==> config.mk <==
export PLATFORM = sky130hd
export DESIGN_NAME = voxel_nearest_address_with_boundary_unit
export DESIGN_NICKNAME = d
export VERILOG_FILES = /design/src/hw/rtl/vnab_pkg.sv /design/src/hw/rtl/vnab_front.sv /design/src/hw/rtl/vnab_div_pipe.sv /design/src/hw/rtl/vnab_back.sv /design/src/hw/rtl/voxel_nearest_address_with_boundary_unit.sv
export SDC_FILE = /design/constraint.sdc
export NUM_CORES = 2
export LEC_CHECK = 0
export ABC_AREA = 1
export BUFFER_PORTS_ARGS = -buffer_cell sky130_fd_sc_hd__clkbuf_2
export CORE_UTILIZATION = 44
export CTS_CLUSTER_DIAMETER = 120
export DETAILED_ROUTE_END_ITERATION = 7
export PLACE_DENSITY = 0.6
export REMOVE_ABC_BUFFERS = 1
export SETUP_SLACK_MARGIN = 0.4
export SYNTH_ARGS = -nofsm -noshare
export SYNTH_HDL_FRONTEND = slang
export SYNTH_SLANG_ARGS = --single-unit
==> constraint.sdc <==
create_clock -name clk -period 36.5 [get_ports clk]
set_clock_uncertainty 0.15 [all_clocks]
set_input_delay 10.95 -clock clk [delete_from_list [all_inputs] [get_ports clk]]
set_output_delay 10.95 -clock clk [all_outputs]
set_load 0.05 [all_outputs]
==> src/hw/rtl/vnab_pkg.sv <==
// Shared types, constants and divider step function for the voxel address unit.
`default_nettype none
package vnab_pkg;

  localparam int AXES           = 3;
  localparam int COORD_W        = 24;
  localparam int FRAC_W         = 8;
  localparam int START_W        = 16;
  localparam int SIZE_W         = 11;
  localparam int IDX_W          = COORD_W - FRAC_W + 2;
  localparam int ADDR_W         = 32;
  localparam int COMP_W         = 2;
  localparam int MODE_W         = 3;
  localparam int CFG_IDX_W      = 3;
  localparam int CFG_DATA_W     = 16;
  localparam int MUL1_W         = 2 * SIZE_W + 1;
  localparam int COMPONENTS_DEF = 1;

  // Divider: one remainder bit per step, a few steps per stage.
  localparam int DIV_W          = IDX_W;
  localparam int DIV_STEPS_PER  = 3;
  localparam int DIV_STAGES     = DIV_W / DIV_STEPS_PER;

  typedef enum logic [MODE_W-1:0] {
    MODE_BACKGROUND = 3'd0,
    MODE_WRAP       = 3'd1,
    MODE_MIRROR     = 3'd2,
    MODE_BORDER     = 3'd3,
    MODE_NONE       = 3'd4
  } mode_t;

  typedef enum logic [CFG_IDX_W-1:0] {
    CFG_MODE      = 3'd0,
    CFG_OVERWRITE = 3'd1,
    CFG_SIZE_X    = 3'd2,
    CFG_SIZE_Y    = 3'd3,
    CFG_SIZE_Z    = 3'd4,
    CFG_START_X   = 3'd5,
    CFG_START_Y   = 3'd6,
    CFG_START_Z   = 3'd7
  } cfg_idx_t;

  typedef enum logic [1:0] {
    KIND_HIT  = 2'd0,
    KIND_BG   = 2'd1,
    KIND_NONE = 2'd2
  } kind_t;

  typedef enum logic [1:0] {
    FOLD_PASS   = 2'd0,
    FOLD_WRAP   = 2'd1,
    FOLD_MIRROR = 2'd2
  } fold_t;

  typedef struct packed {
    logic [MODE_W-1:0]                   mode;
    logic                                overwrite;
    logic [AXES-1:0][SIZE_W-1:0]         size;   // already forced to at least 1
    logic [AXES-1:0][START_W-1:0]        start;
  } cfg_t;

  typedef struct packed {
    logic [DIV_W-1:0]  dvd;
    logic [SIZE_W-1:0] rem;
    logic              qlsb;
    logic [SIZE_W-1:0] dvs;
    logic              neg;
    logic [SIZE_W-1:0] idx;
  } div_ax_t;

  typedef struct packed {
    kind_t                  kind;
    fold_t                  fold;
    div_ax_t [AXES-1:0]     ax;
  } pipe_t;

  typedef struct packed {
    kind_t             kind;
    logic [ADDR_W-1:0] base;
  } back_t;

  // Advance one axis by DIV_STEPS_PER restoring division steps.
  function automatic div_ax_t div_steps(input div_ax_t a);
    div_ax_t         o;
    logic [SIZE_W:0] rr;
    o = a;
    for (int i = 0; i < DIV_STEPS_PER; i++) begin
      rr    = {o.rem, o.dvd[DIV_W-1]};
      o.dvd = {o.dvd[DIV_W-2:0], 1'b0};
      if (rr >= {1'b0, o.dvs}) begin
        rr     = rr - {1'b0, o.dvs};
        o.qlsb = 1'b1;
      end else begin
        o.qlsb = 1'b0;
      end
      o.rem = rr[SIZE_W-1:0];
    end
    return o;
  endfunction

  function automatic pipe_t pipe_step(input pipe_t p);
    pipe_t o;
    o = p;
    for (int a = 0; a < AXES; a++) begin
      o.ax[a] = div_steps(p.ax[a]);
    end
    return o;
  endfunction

endpackage
`default_nettype wire

==> src/hw/rtl/vnab_front.sv <==
// Front stages: rounding, extent offset, range test and divider set-up.
`default_nettype none
module vnab_front
  import vnab_pkg::*;
(
  input  wire logic                              clk,
  input  wire logic                              rst_n,
  input  wire logic                              adv,
  input  wire logic                              in_valid,
  input  wire logic [AXES-1:0][COORD_W-1:0]      coord,
  input  wire cfg_t                              cfg,
  output logic                                   out_valid,
  output pipe_t                                  out_pipe
);

  localparam int RND_W = COORD_W - FRAC_W + 1;

  logic                     s1_valid_r;
  logic signed [IDX_W-1:0]  s1_n_r [AXES];
  logic signed [IDX_W-1:0]  n_nxt  [AXES];
  logic                     s2_valid_r;
  pipe_t                    s2_r;
  pipe_t                    s2_nxt;

  always_comb begin
    logic signed [COORD_W:0]  cs;
    logic        [RND_W-1:0]  rnd;
    logic        [START_W-1:0] st;
    for (int a = 0; a < AXES; a++) begin
      cs       = $signed({coord[a][COORD_W-1], coord[a]}) +
                 $signed((COORD_W+1)'(1 << (FRAC_W - 1)));
      rnd      = cs[COORD_W:FRAC_W];
      st       = cfg.start[a];
      n_nxt[a] = $signed({rnd[RND_W-1], rnd}) -
                 $signed({{(IDX_W-START_W){st[START_W-1]}}, st});
    end
  end

  always_comb begin
    logic outside;
    logic neg;
    outside = 1'b0;
    for (int a = 0; a < AXES; a++) begin
      if (s1_n_r[a] < 0 || s1_n_r[a] >= $signed(IDX_W'(cfg.size[a]))) begin
        outside = 1'b1;
      end
    end
    s2_nxt.kind = KIND_HIT;
    s2_nxt.fold = FOLD_PASS;
    if (outside) begin
      if (cfg.mode == MODE_WRAP) begin
        s2_nxt.fold = FOLD_WRAP;
      end else if (cfg.mode == MODE_MIRROR) begin
        s2_nxt.fold = FOLD_MIRROR;
      end else if (cfg.mode == MODE_BACKGROUND || cfg.mode == MODE_BORDER) begin
        s2_nxt.kind = KIND_BG;
      end else begin
        s2_nxt.kind = KIND_NONE;
      end
    end
    for (int a = 0; a < AXES; a++) begin
      neg                  = s1_n_r[a][IDX_W-1];
      s2_nxt.ax[a].neg     = neg;
      s2_nxt.ax[a].rem     = '0;
      s2_nxt.ax[a].qlsb    = 1'b0;
      s2_nxt.ax[a].dvs     = cfg.size[a];
      s2_nxt.ax[a].idx     = s1_n_r[a][SIZE_W-1:0];
      // Mirror folds n<0 onto -n-1; wrap works on the magnitude.
      if (s2_nxt.fold == FOLD_MIRROR) begin
        s2_nxt.ax[a].dvd = neg ? ~s1_n_r[a] : s1_n_r[a];
      end else begin
        s2_nxt.ax[a].dvd = neg ? -s1_n_r[a] : s1_n_r[a];
      end
    end
  end

  always_ff @(posedge clk) begin
    if (!rst_n) begin
      s1_valid_r <= 1'b0;
      s2_valid_r <= 1'b0;
    end else if (adv) begin
      s1_valid_r <= in_valid;
      s2_valid_r <= s1_valid_r;
    end
  end

  always_ff @(posedge clk) begin
    if (adv) begin
      for (int a = 0; a < AXES; a++) begin
        s1_n_r[a] <= n_nxt[a];
      end
      s2_r <= s2_nxt;
    end
  end

  assign out_valid = s2_valid_r;
  assign out_pipe  = s2_r;

endmodule
`default_nettype wire

==> src/hw/rtl/vnab_div_pipe.sv <==
// Pipelined restoring divider producing remainder and quotient parity per axis.
`default_nettype none
module vnab_div_pipe
  import vnab_pkg::*;
(
  input  wire logic   clk,
  input  wire logic   rst_n,
  input  wire logic   adv,
  input  wire logic   in_valid,
  input  wire pipe_t  in_pipe,
  output logic        out_valid,
  output pipe_t       out_pipe
);

  logic  stg_valid_r [DIV_STAGES];
  pipe_t stg_r       [DIV_STAGES];

  always_ff @(posedge clk) begin
    if (!rst_n) begin
      for (int s = 0; s < DIV_STAGES; s++) begin
        stg_valid_r[s] <= 1'b0;
      end
    end else if (adv) begin
      stg_valid_r[0] <= in_valid;
      for (int s = 1; s < DIV_STAGES; s++) begin
        stg_valid_r[s] <= stg_valid_r[s-1];
      end
    end
  end

  always_ff @(posedge clk) begin
    if (adv) begin
      stg_r[0] <= pipe_step(in_pipe);
      for (int s = 1; s < DIV_STAGES; s++) begin
        stg_r[s] <= pipe_step(stg_r[s-1]);
      end
    end
  end

  assign out_valid = stg_valid_r[DIV_STAGES-1];
  assign out_pipe  = stg_r[DIV_STAGES-1];

endmodule
`default_nettype wire

==> src/hw/rtl/vnab_back.sv <==
// Back stages: index fold-back and linear base address in two multiply steps.
`default_nettype none
module vnab_back
  import vnab_pkg::*;
(
  input  wire logic   clk,
  input  wire logic   rst_n,
  input  wire logic   adv,
  input  wire logic   in_valid,
  input  wire pipe_t  in_pipe,
  input  wire cfg_t   cfg,
  output logic        out_valid,
  output back_t       out_back
);

  logic              fix_valid_r;
  kind_t             fix_kind_r;
  logic [SIZE_W-1:0] fix_idx_r [AXES];
  logic [SIZE_W-1:0] idx_nxt   [AXES];
  logic              m1_valid_r;
  kind_t             m1_kind_r;
  logic [MUL1_W-1:0] m1_t_r;
  logic [SIZE_W-1:0] m1_ix_r;
  logic [MUL1_W-1:0] t_nxt;
  logic              m2_valid_r;
  back_t             m2_r;
  logic [ADDR_W-1:0] base_nxt;

  always_comb begin
    for (int a = 0; a < AXES; a++) begin
      case (in_pipe.fold)
        FOLD_WRAP: begin
          idx_nxt[a] = (in_pipe.ax[a].neg && in_pipe.ax[a].rem != '0) ?
                       in_pipe.ax[a].dvs - in_pipe.ax[a].rem : in_pipe.ax[a].rem;
        end
        FOLD_MIRROR: begin
          idx_nxt[a] = in_pipe.ax[a].qlsb ?
                       in_pipe.ax[a].dvs - in_pipe.ax[a].rem - SIZE_W'(1) :
                       in_pipe.ax[a].rem;
        end
        default: begin
          idx_nxt[a] = in_pipe.ax[a].idx;
        end
      endcase
    end
  end

  assign t_nxt    = MUL1_W'(fix_idx_r[2]) * MUL1_W'(cfg.size[1]) + MUL1_W'(fix_idx_r[1]);
  assign base_nxt = ADDR_W'(m1_t_r) * ADDR_W'(cfg.size[0]) + ADDR_W'(m1_ix_r);

  always_ff @(posedge clk) begin
    if (!rst_n) begin
      fix_valid_r <= 1'b0;
      m1_valid_r  <= 1'b0;
      m2_valid_r  <= 1'b0;
    end else if (adv) begin
      fix_valid_r <= in_valid;
      m1_valid_r  <= fix_valid_r;
      m2_valid_r  <= m1_valid_r;
    end
  end

  always_ff @(posedge clk) begin
    if (adv) begin
      fix_kind_r <= in_pipe.kind;
      for (int a = 0; a < AXES; a++) begin
        fix_idx_r[a] <= idx_nxt[a];
      end
      m1_kind_r    <= fix_kind_r;
      m1_t_r       <= t_nxt;
      m1_ix_r      <= fix_idx_r[0];
      m2_r.kind    <= m1_kind_r;
      m2_r.base    <= base_nxt;
    end
  end

  assign out_valid = m2_valid_r;
  assign out_back  = m2_r;

endmodule
`default_nettype wire

==> src/hw/rtl/voxel_nearest_address_with_boundary_unit.sv <==
// Top level: configuration registers, address pipeline and per-component result emitter.
//
//  channel  | ports                                   | handshake
//  ---------+-----------------------------------------+------------------------------------
//  input    | in_coord_x/y/z                          | taken when start=1 and busy=0
//  result   | out_address, out_component, out_*       | out_valid strobe, one cycle, no stall
//  config   | cfg_index, cfg_data                     | cfg_valid/cfg_ready, ready always 1
//
// From acceptance to its first result an item passes rounding, range test, the
// six-stage divider that folds indices for wrap and mirror, fold-back, two multiply
// stages and the emitter register.
// Each item gives COMPONENTS results (one for do-nothing), one per cycle; the emitter
// raises busy and freezes the whole pipeline while it still has results to send.
// Reset (synchronous, rst_n low) clears all valid bits and loads the register defaults.
`default_nettype none
module voxel_nearest_address_with_boundary_unit
  import vnab_pkg::*;
#(
  parameter int unsigned COMPONENTS = COMPONENTS_DEF
) (
  input  wire logic                      clk,
  input  wire logic                      rst_n,
  input  wire logic                      start,
  output logic                           busy,
  input  wire logic signed [COORD_W-1:0] in_coord_x,
  input  wire logic signed [COORD_W-1:0] in_coord_y,
  input  wire logic signed [COORD_W-1:0] in_coord_z,
  output logic                           out_valid,
  output logic [ADDR_W-1:0]              out_address,
  output logic [COMP_W-1:0]              out_component,
  output logic                           out_use_background,
  output logic                           out_no_action,
  output logic                           out_write_volume,
  output logic                           out_hit,
  output logic                           out_last,
  input  wire logic                      cfg_valid,
  output logic                           cfg_ready,
  input  wire logic [CFG_IDX_W-1:0]      cfg_index,
  input  wire logic [CFG_DATA_W-1:0]     cfg_data
);

  // Configuration registers
  logic [MODE_W-1:0]  mode_r;
  logic               overwrite_r;
  logic [SIZE_W-1:0]  size_r  [AXES];
  logic [START_W-1:0] start_r [AXES];
  cfg_t               cfg;

  // Pipeline links
  logic               adv;
  logic               in_valid;
  logic               fr_valid;
  pipe_t              fr_pipe;
  logic               dv_valid;
  pipe_t              dv_pipe;
  logic               bk_valid;
  back_t              bk_back;

  // Emitter
  logic               em_valid_r;
  kind_t              em_kind_r;
  logic [ADDR_W-1:0]  em_base_r;
  logic [COMP_W-1:0]  em_comp_r;
  logic [COMP_W-1:0]  em_comp_nxt;
  logic               em_last;

  assign cfg_ready = 1'b1;

  always_ff @(posedge clk) begin
    if (!rst_n) begin
      mode_r      <= MODE_BACKGROUND;
      overwrite_r <= 1'b0;
      for (int a = 0; a < AXES; a++) begin
        size_r[a]  <= SIZE_W'(1);
        start_r[a] <= '0;
      end
    end else if (cfg_valid && cfg_ready) begin
      case (cfg_idx_t'(cfg_index))
        CFG_MODE:      mode_r      <= cfg_data[MODE_W-1:0];
        CFG_OVERWRITE: overwrite_r <= cfg_data[0];
        CFG_SIZE_X:    size_r[0]   <= cfg_data[SIZE_W-1:0];
        CFG_SIZE_Y:    size_r[1]   <= cfg_data[SIZE_W-1:0];
        CFG_SIZE_Z:    size_r[2]   <= cfg_data[SIZE_W-1:0];
        CFG_START_X:   start_r[0]  <= cfg_data[START_W-1:0];
        CFG_START_Y:   start_r[1]  <= cfg_data[START_W-1:0];
        CFG_START_Z:   start_r[2]  <= cfg_data[START_W-1:0];
        default: begin
        end
      endcase
    end
  end

  // A size of zero behaves as one.
  always_comb begin
    cfg.mode      = mode_r;
    cfg.overwrite = overwrite_r;
    for (int a = 0; a < AXES; a++) begin
      cfg.size[a]  = (size_r[a] == '0) ? SIZE_W'(1) : size_r[a];
      cfg.start[a] = start_r[a];
    end
  end

  // Advance everything unless the emitter still owes results for its item.
  assign em_last  = (em_kind_r == KIND_NONE) || (em_comp_r == COMP_W'(COMPONENTS - 1));
  assign adv      = !em_valid_r || em_last;
  assign busy     = !adv;
  assign in_valid = start && !busy;

  vnab_front u_front (
    .clk       (clk),
    .rst_n     (rst_n),
    .adv       (adv),
    .in_valid  (in_valid),
    .coord     ({in_coord_z, in_coord_y, in_coord_x}),
    .cfg       (cfg),
    .out_valid (fr_valid),
    .out_pipe  (fr_pipe)
  );

  vnab_div_pipe u_div (
    .clk       (clk),
    .rst_n     (rst_n),
    .adv       (adv),
    .in_valid  (fr_valid),
    .in_pipe   (fr_pipe),
    .out_valid (dv_valid),
    .out_pipe  (dv_pipe)
  );

  vnab_back u_back (
    .clk       (clk),
    .rst_n     (rst_n),
    .adv       (adv),
    .in_valid  (dv_valid),
    .in_pipe   (dv_pipe),
    .cfg       (cfg),
    .out_valid (bk_valid),
    .out_back  (bk_back)
  );

  // Load a fresh item on advance, otherwise step to the next component.
  assign em_comp_nxt = adv ? '0 : em_comp_r + COMP_W'(1);

  always_ff @(posedge clk) begin
    if (!rst_n) begin
      em_valid_r <= 1'b0;
    end else if (adv) begin
      em_valid_r <= bk_valid;
    end
  end

  always_ff @(posedge clk) begin
    em_comp_r <= em_comp_nxt;
    if (adv) begin
      em_kind_r <= bk_back.kind;
      em_base_r <= bk_back.base;
    end
  end

  always_comb begin
    out_valid          = em_valid_r;
    out_component      = '0;
    out_address        = '0;
    out_use_background = 1'b0;
    out_no_action      = 1'b0;
    out_write_volume   = 1'b0;
    out_hit            = 1'b0;
    out_last           = em_last;
    case (em_kind_r)
      KIND_HIT: begin
        out_component    = em_comp_r;
        out_address      = em_base_r * ADDR_W'(COMPONENTS) + ADDR_W'(em_comp_r);
        out_write_volume = overwrite_r;
        out_hit          = 1'b1;
      end
      KIND_BG: begin
        out_component      = em_comp_r;
        out_use_background = 1'b1;
      end
      KIND_NONE: begin
        out_no_action = 1'b1;
      end
      default: begin
      end
    endcase
  end

`ifndef SYNTHESIS
  a_more_holds_input: assert property (@(posedge clk) disable iff (!rst_n)
    out_valid && !out_last |-> busy)
    else $error("more results pending but input not held off");

  a_comp_steps: assert property (@(posedge clk) disable iff (!rst_n)
    out_valid && !out_last |=> out_valid && out_component == $past(out_component) + 2'd1)
    else $error("component sequence broken");

  a_none_single: assert property (@(posedge clk) disable iff (!rst_n)
    out_valid && out_no_action |-> out_last && !out_hit && !out_use_background)
    else $error("no-action result malformed");

  a_kind_exclusive: assert property (@(posedge clk) disable iff (!rst_n)
    out_valid |-> !(out_hit && out_use_background))
    else $error("hit and background both set");
`endif

endmodule
`default_nettype wire
==> flow_summary.json <==
{
  "r2r_start": "u_div.stg_r[1][62]",
  "die_y_um": 465,
  "clock_sink_count": 1193,
  "gp_congestion": 0.927,
  "worstPathArrival_ps": 3520,
  "rsz0062_at_grt": "false",
  "ios": 137,
  "path_cells": "ha_1, fa_1, nand3_1, nor2_1, inv_1, nor2_1, nand4_1, nor4_1, nand2_1, inv_1, a21oi_1, nor2_1, clkbuf_2",
  "setup_violations": 0,
  "dp_hpwl_um": 194000,
  "via_count": 73901,
  "r2r_cells": 28,
  "cts_max_level": 4,
  "layout_min_cycle_time_ps": 14620,
  "grt_pass1_wl_um": 388000,
  "drc": 0,
  "syn_inst": 11069,
  "status": "complete, no violations",
  "path_class": "reg -> out",
  "critPathCaptureType": "primary output",
  "postCtsSetupRepairBufs": 0,
  "syn_to_final_growth_pct": 8.16,
  "cpMaxStageDelayCell": "nor4_1",
  "hold_violations": 0,
  "critPathRequiredTime_ps": 25400,
  "wl_um": 244000,
  "clk_latency_ps": 790,
  "syn_avg_cell_area_um2": 8.52,
  "grt_pass1_vias": 71773,
  "final_cell_mix": "2677 x nand2_1, 1822 x inv_1, 1176 x edfxtp_1, 836 x ha_1, 686 x nor2_1",
  "worst_pin_slew_ps": 1120,
  "start_kind": "flip-flop",
  "fp-row-count": 169,
  "fmax_ghz": 0.0684,
  "drtPass1Iterations": 6,
  "wl_per_cell_um": 17.4,
  "synth_async_sr_flop_share_pct": 0,
  "layout.nets": 12403,
  "worstHoldStart": "u_div.stg_r[4][9]",
  "cts_buffers": 139,
  "synth_cell_types": 74,
  "maxCapViolCount": 0,
  "start_util_pct": 44.4,
  "nFillCells": 20190,
  "r2r-end": "u_div.stg_r[2][84]",
  "final_common_cell": "nand2_1",
  "synth-edff-count": 1176,
  "drtIter0Drc": 5667,
  "slowest_delay_ps": 380,
  "cts_tree": "built",
  "whs_ps": 253,
  "grt-ovfl-total": 0,
  "antenna_found_initial": 15,
  "final_core_util_pct": 48.0,
  "die_area_um2": 216000,
  "grt_max_degree": 186,
  "syn-cell-area_um2": 94300,
  "synth-seq-cells": 1193,
  "cts.repair.resized": 0,
  "synth_flop_cell": "edfxtp_1",
  "hold_path_end": "u_div.stg_r[5][9]",
  "critical_path.most_common_cell": "nor2_1",
  "timing.final.crit_share_pct": 40.1,
  "die_x_um": 465,
  "relSlewSlack_pct": 25.1,
  "clk_pin_slew_worst_paths_ps": 60,
  "drive_above_1_share_pct": 5.58,
  "detailed_place.area_um2": 97500,
  "hold_buffers": 0,
  "rrSetupSlack_ps": 28170,
  "cts.path.max_buffers": 3,
  "hp-class": "reg -> reg",
  "coreArea_um2": 213000,
  "ant_nets": 0,
  "drt-vias-per-instance": 5.26,
  "cp_max_fo": 4,
  "port_buffers": 114,
  "synth_seq_area_share_pct": 37.8,
  "min_path_cells": 0,
  "ys_warn_count": 0,
  "slew_viol_final": 0,
  "fin_area_um2": 102000,
  "grt_usage_pct": 22.5,
  "root_buffer": "clkbuf_16"
}
==> metal layers <==
metal | global-route usage, % | up-vias | wire length, um
met5 | 0 | - | 13
li1 | - | 36691 | -
met1 | 31.7 | 35006 | 114000
met3 | 2.72 | 318 | 13100
met4 | 6.42 | 2 | 6370
met2 | 36.2 | 1884 | 111000
==> cells by family (layout without fill, tap and decap cells) <==
family                     Yosys count  in the layout  share of synthesized area [%]
DFF                               1193           1193                           37.8
muxes                                1              1                         0.0106
adders and majority gates         1184           1184                           18.5
AOI/OAI and AO/OA                 1559           1559                           9.56
and+or+nand+nor                   4458           4458                           20.1
other                                1              5                        0.00398
buffers and inverters             2100           2264                           8.74
xor gates and xnor gates           573            573                           5.32
==> how the worst max path moves through the flow <==
stage	slack, ps	to	cells after the start	from
global route	21580	out_address[30]	13	em_comp_r[0]
floorplan	-6170	busy	5	em_kind_r[1]
finish	21880	out_address[30]	13	em_comp_r[0]
global placement	21990	u_front.s1_n_r[0][32]	18	in_coord_y[7]
detailed placement	22020	u_front.s1_n_r[0][32]	18	in_coord_y[7]
CTS	21890	out_address[30]	13	em_comp_r[0]
==> registers in the layout (all words and copies together) (netlist names), 11 cells and up <==
register and cells:
u_div.stg_r 774, start_r 48, u_back.out_back 34, size_r 33
u_front.s1_n_r 54, u_back.m1_ix_r 11, u_back.fix_idx_r 33, em_base_r 32
u_back.m1_t_r 23, u_front.out_pipe 127
==> worst max-delay path, delay by kind of cell (launching register included) <==
kind,cells,cell delay (ps)
compound gates,1,80
fa+ha+maj,2,440
buf+inv,3,510
flops,1,350
simple gates,7,1360
==> Yosys cell counts (all sizes together) (4+ instances only) <==
library cell	instances	area, um2
o21a	24	180
o2111ai	23	201
o22ai	12	75.1
clkbuf	151	567
and2	5	31.3
buf	85	673
edfxtp	1176	35300
xnor2	176	1540
and3	5	31.3
nor4	52	332
o21ai	548	2940
a21boi	29	221
a211oi	11	82.6
a41o	4	40.0
a221oi	4	35.0
dfxtp	17	340
or2	44	278
ha	836	10500
inv	1858	6980
nor2	704	2720
nand2	2701	10200
fa	348	6970
nand3b	23	173
a21o	31	233
nor3	128	666
a21oi	701	3740
o21bai	59	454
o211ai	24	199
a31oi	60	375
nand4	169	1070
o221ai	10	87.6
xor2	397	3480
o31ai	12	90.1
nand3	621	3360
clkinv	6	22.5
==> cell type report <==
class | instances | area, um2 | area share (%)
diodes | 4 | 10.0 | 0.00981
clock buffers | 158 | 3630 | 3.56
flip-flops and latches | 1193 | 35700 | 35.0
well taps | 2821 | 3530 | 3.46
repair buffers | 150 | 853 | 0.837
inverters | 1864 | 7000 | 6.87
multi-input cells | 7776 | 50400 | 49.4
clock inverters | 92 | 895 | 0.877
==> metrics by stage <==
step / setup TNS, ps / setup WS [ps] / cells
after floorplan: -6170 / -6170 / 10833
after global placement: 0 / 21990 / 13804
after detailed placement: 0 / 22020 / 13804
after CTS: 0 / 21890 / 14054
after global routing: 0 / 21580 / 14056
final: 0 / 21880 / 14058
Power is left out: the tool's default activity adds up to more than one toggle a clock period on the data nets, which glitch-free logic cannot reach.
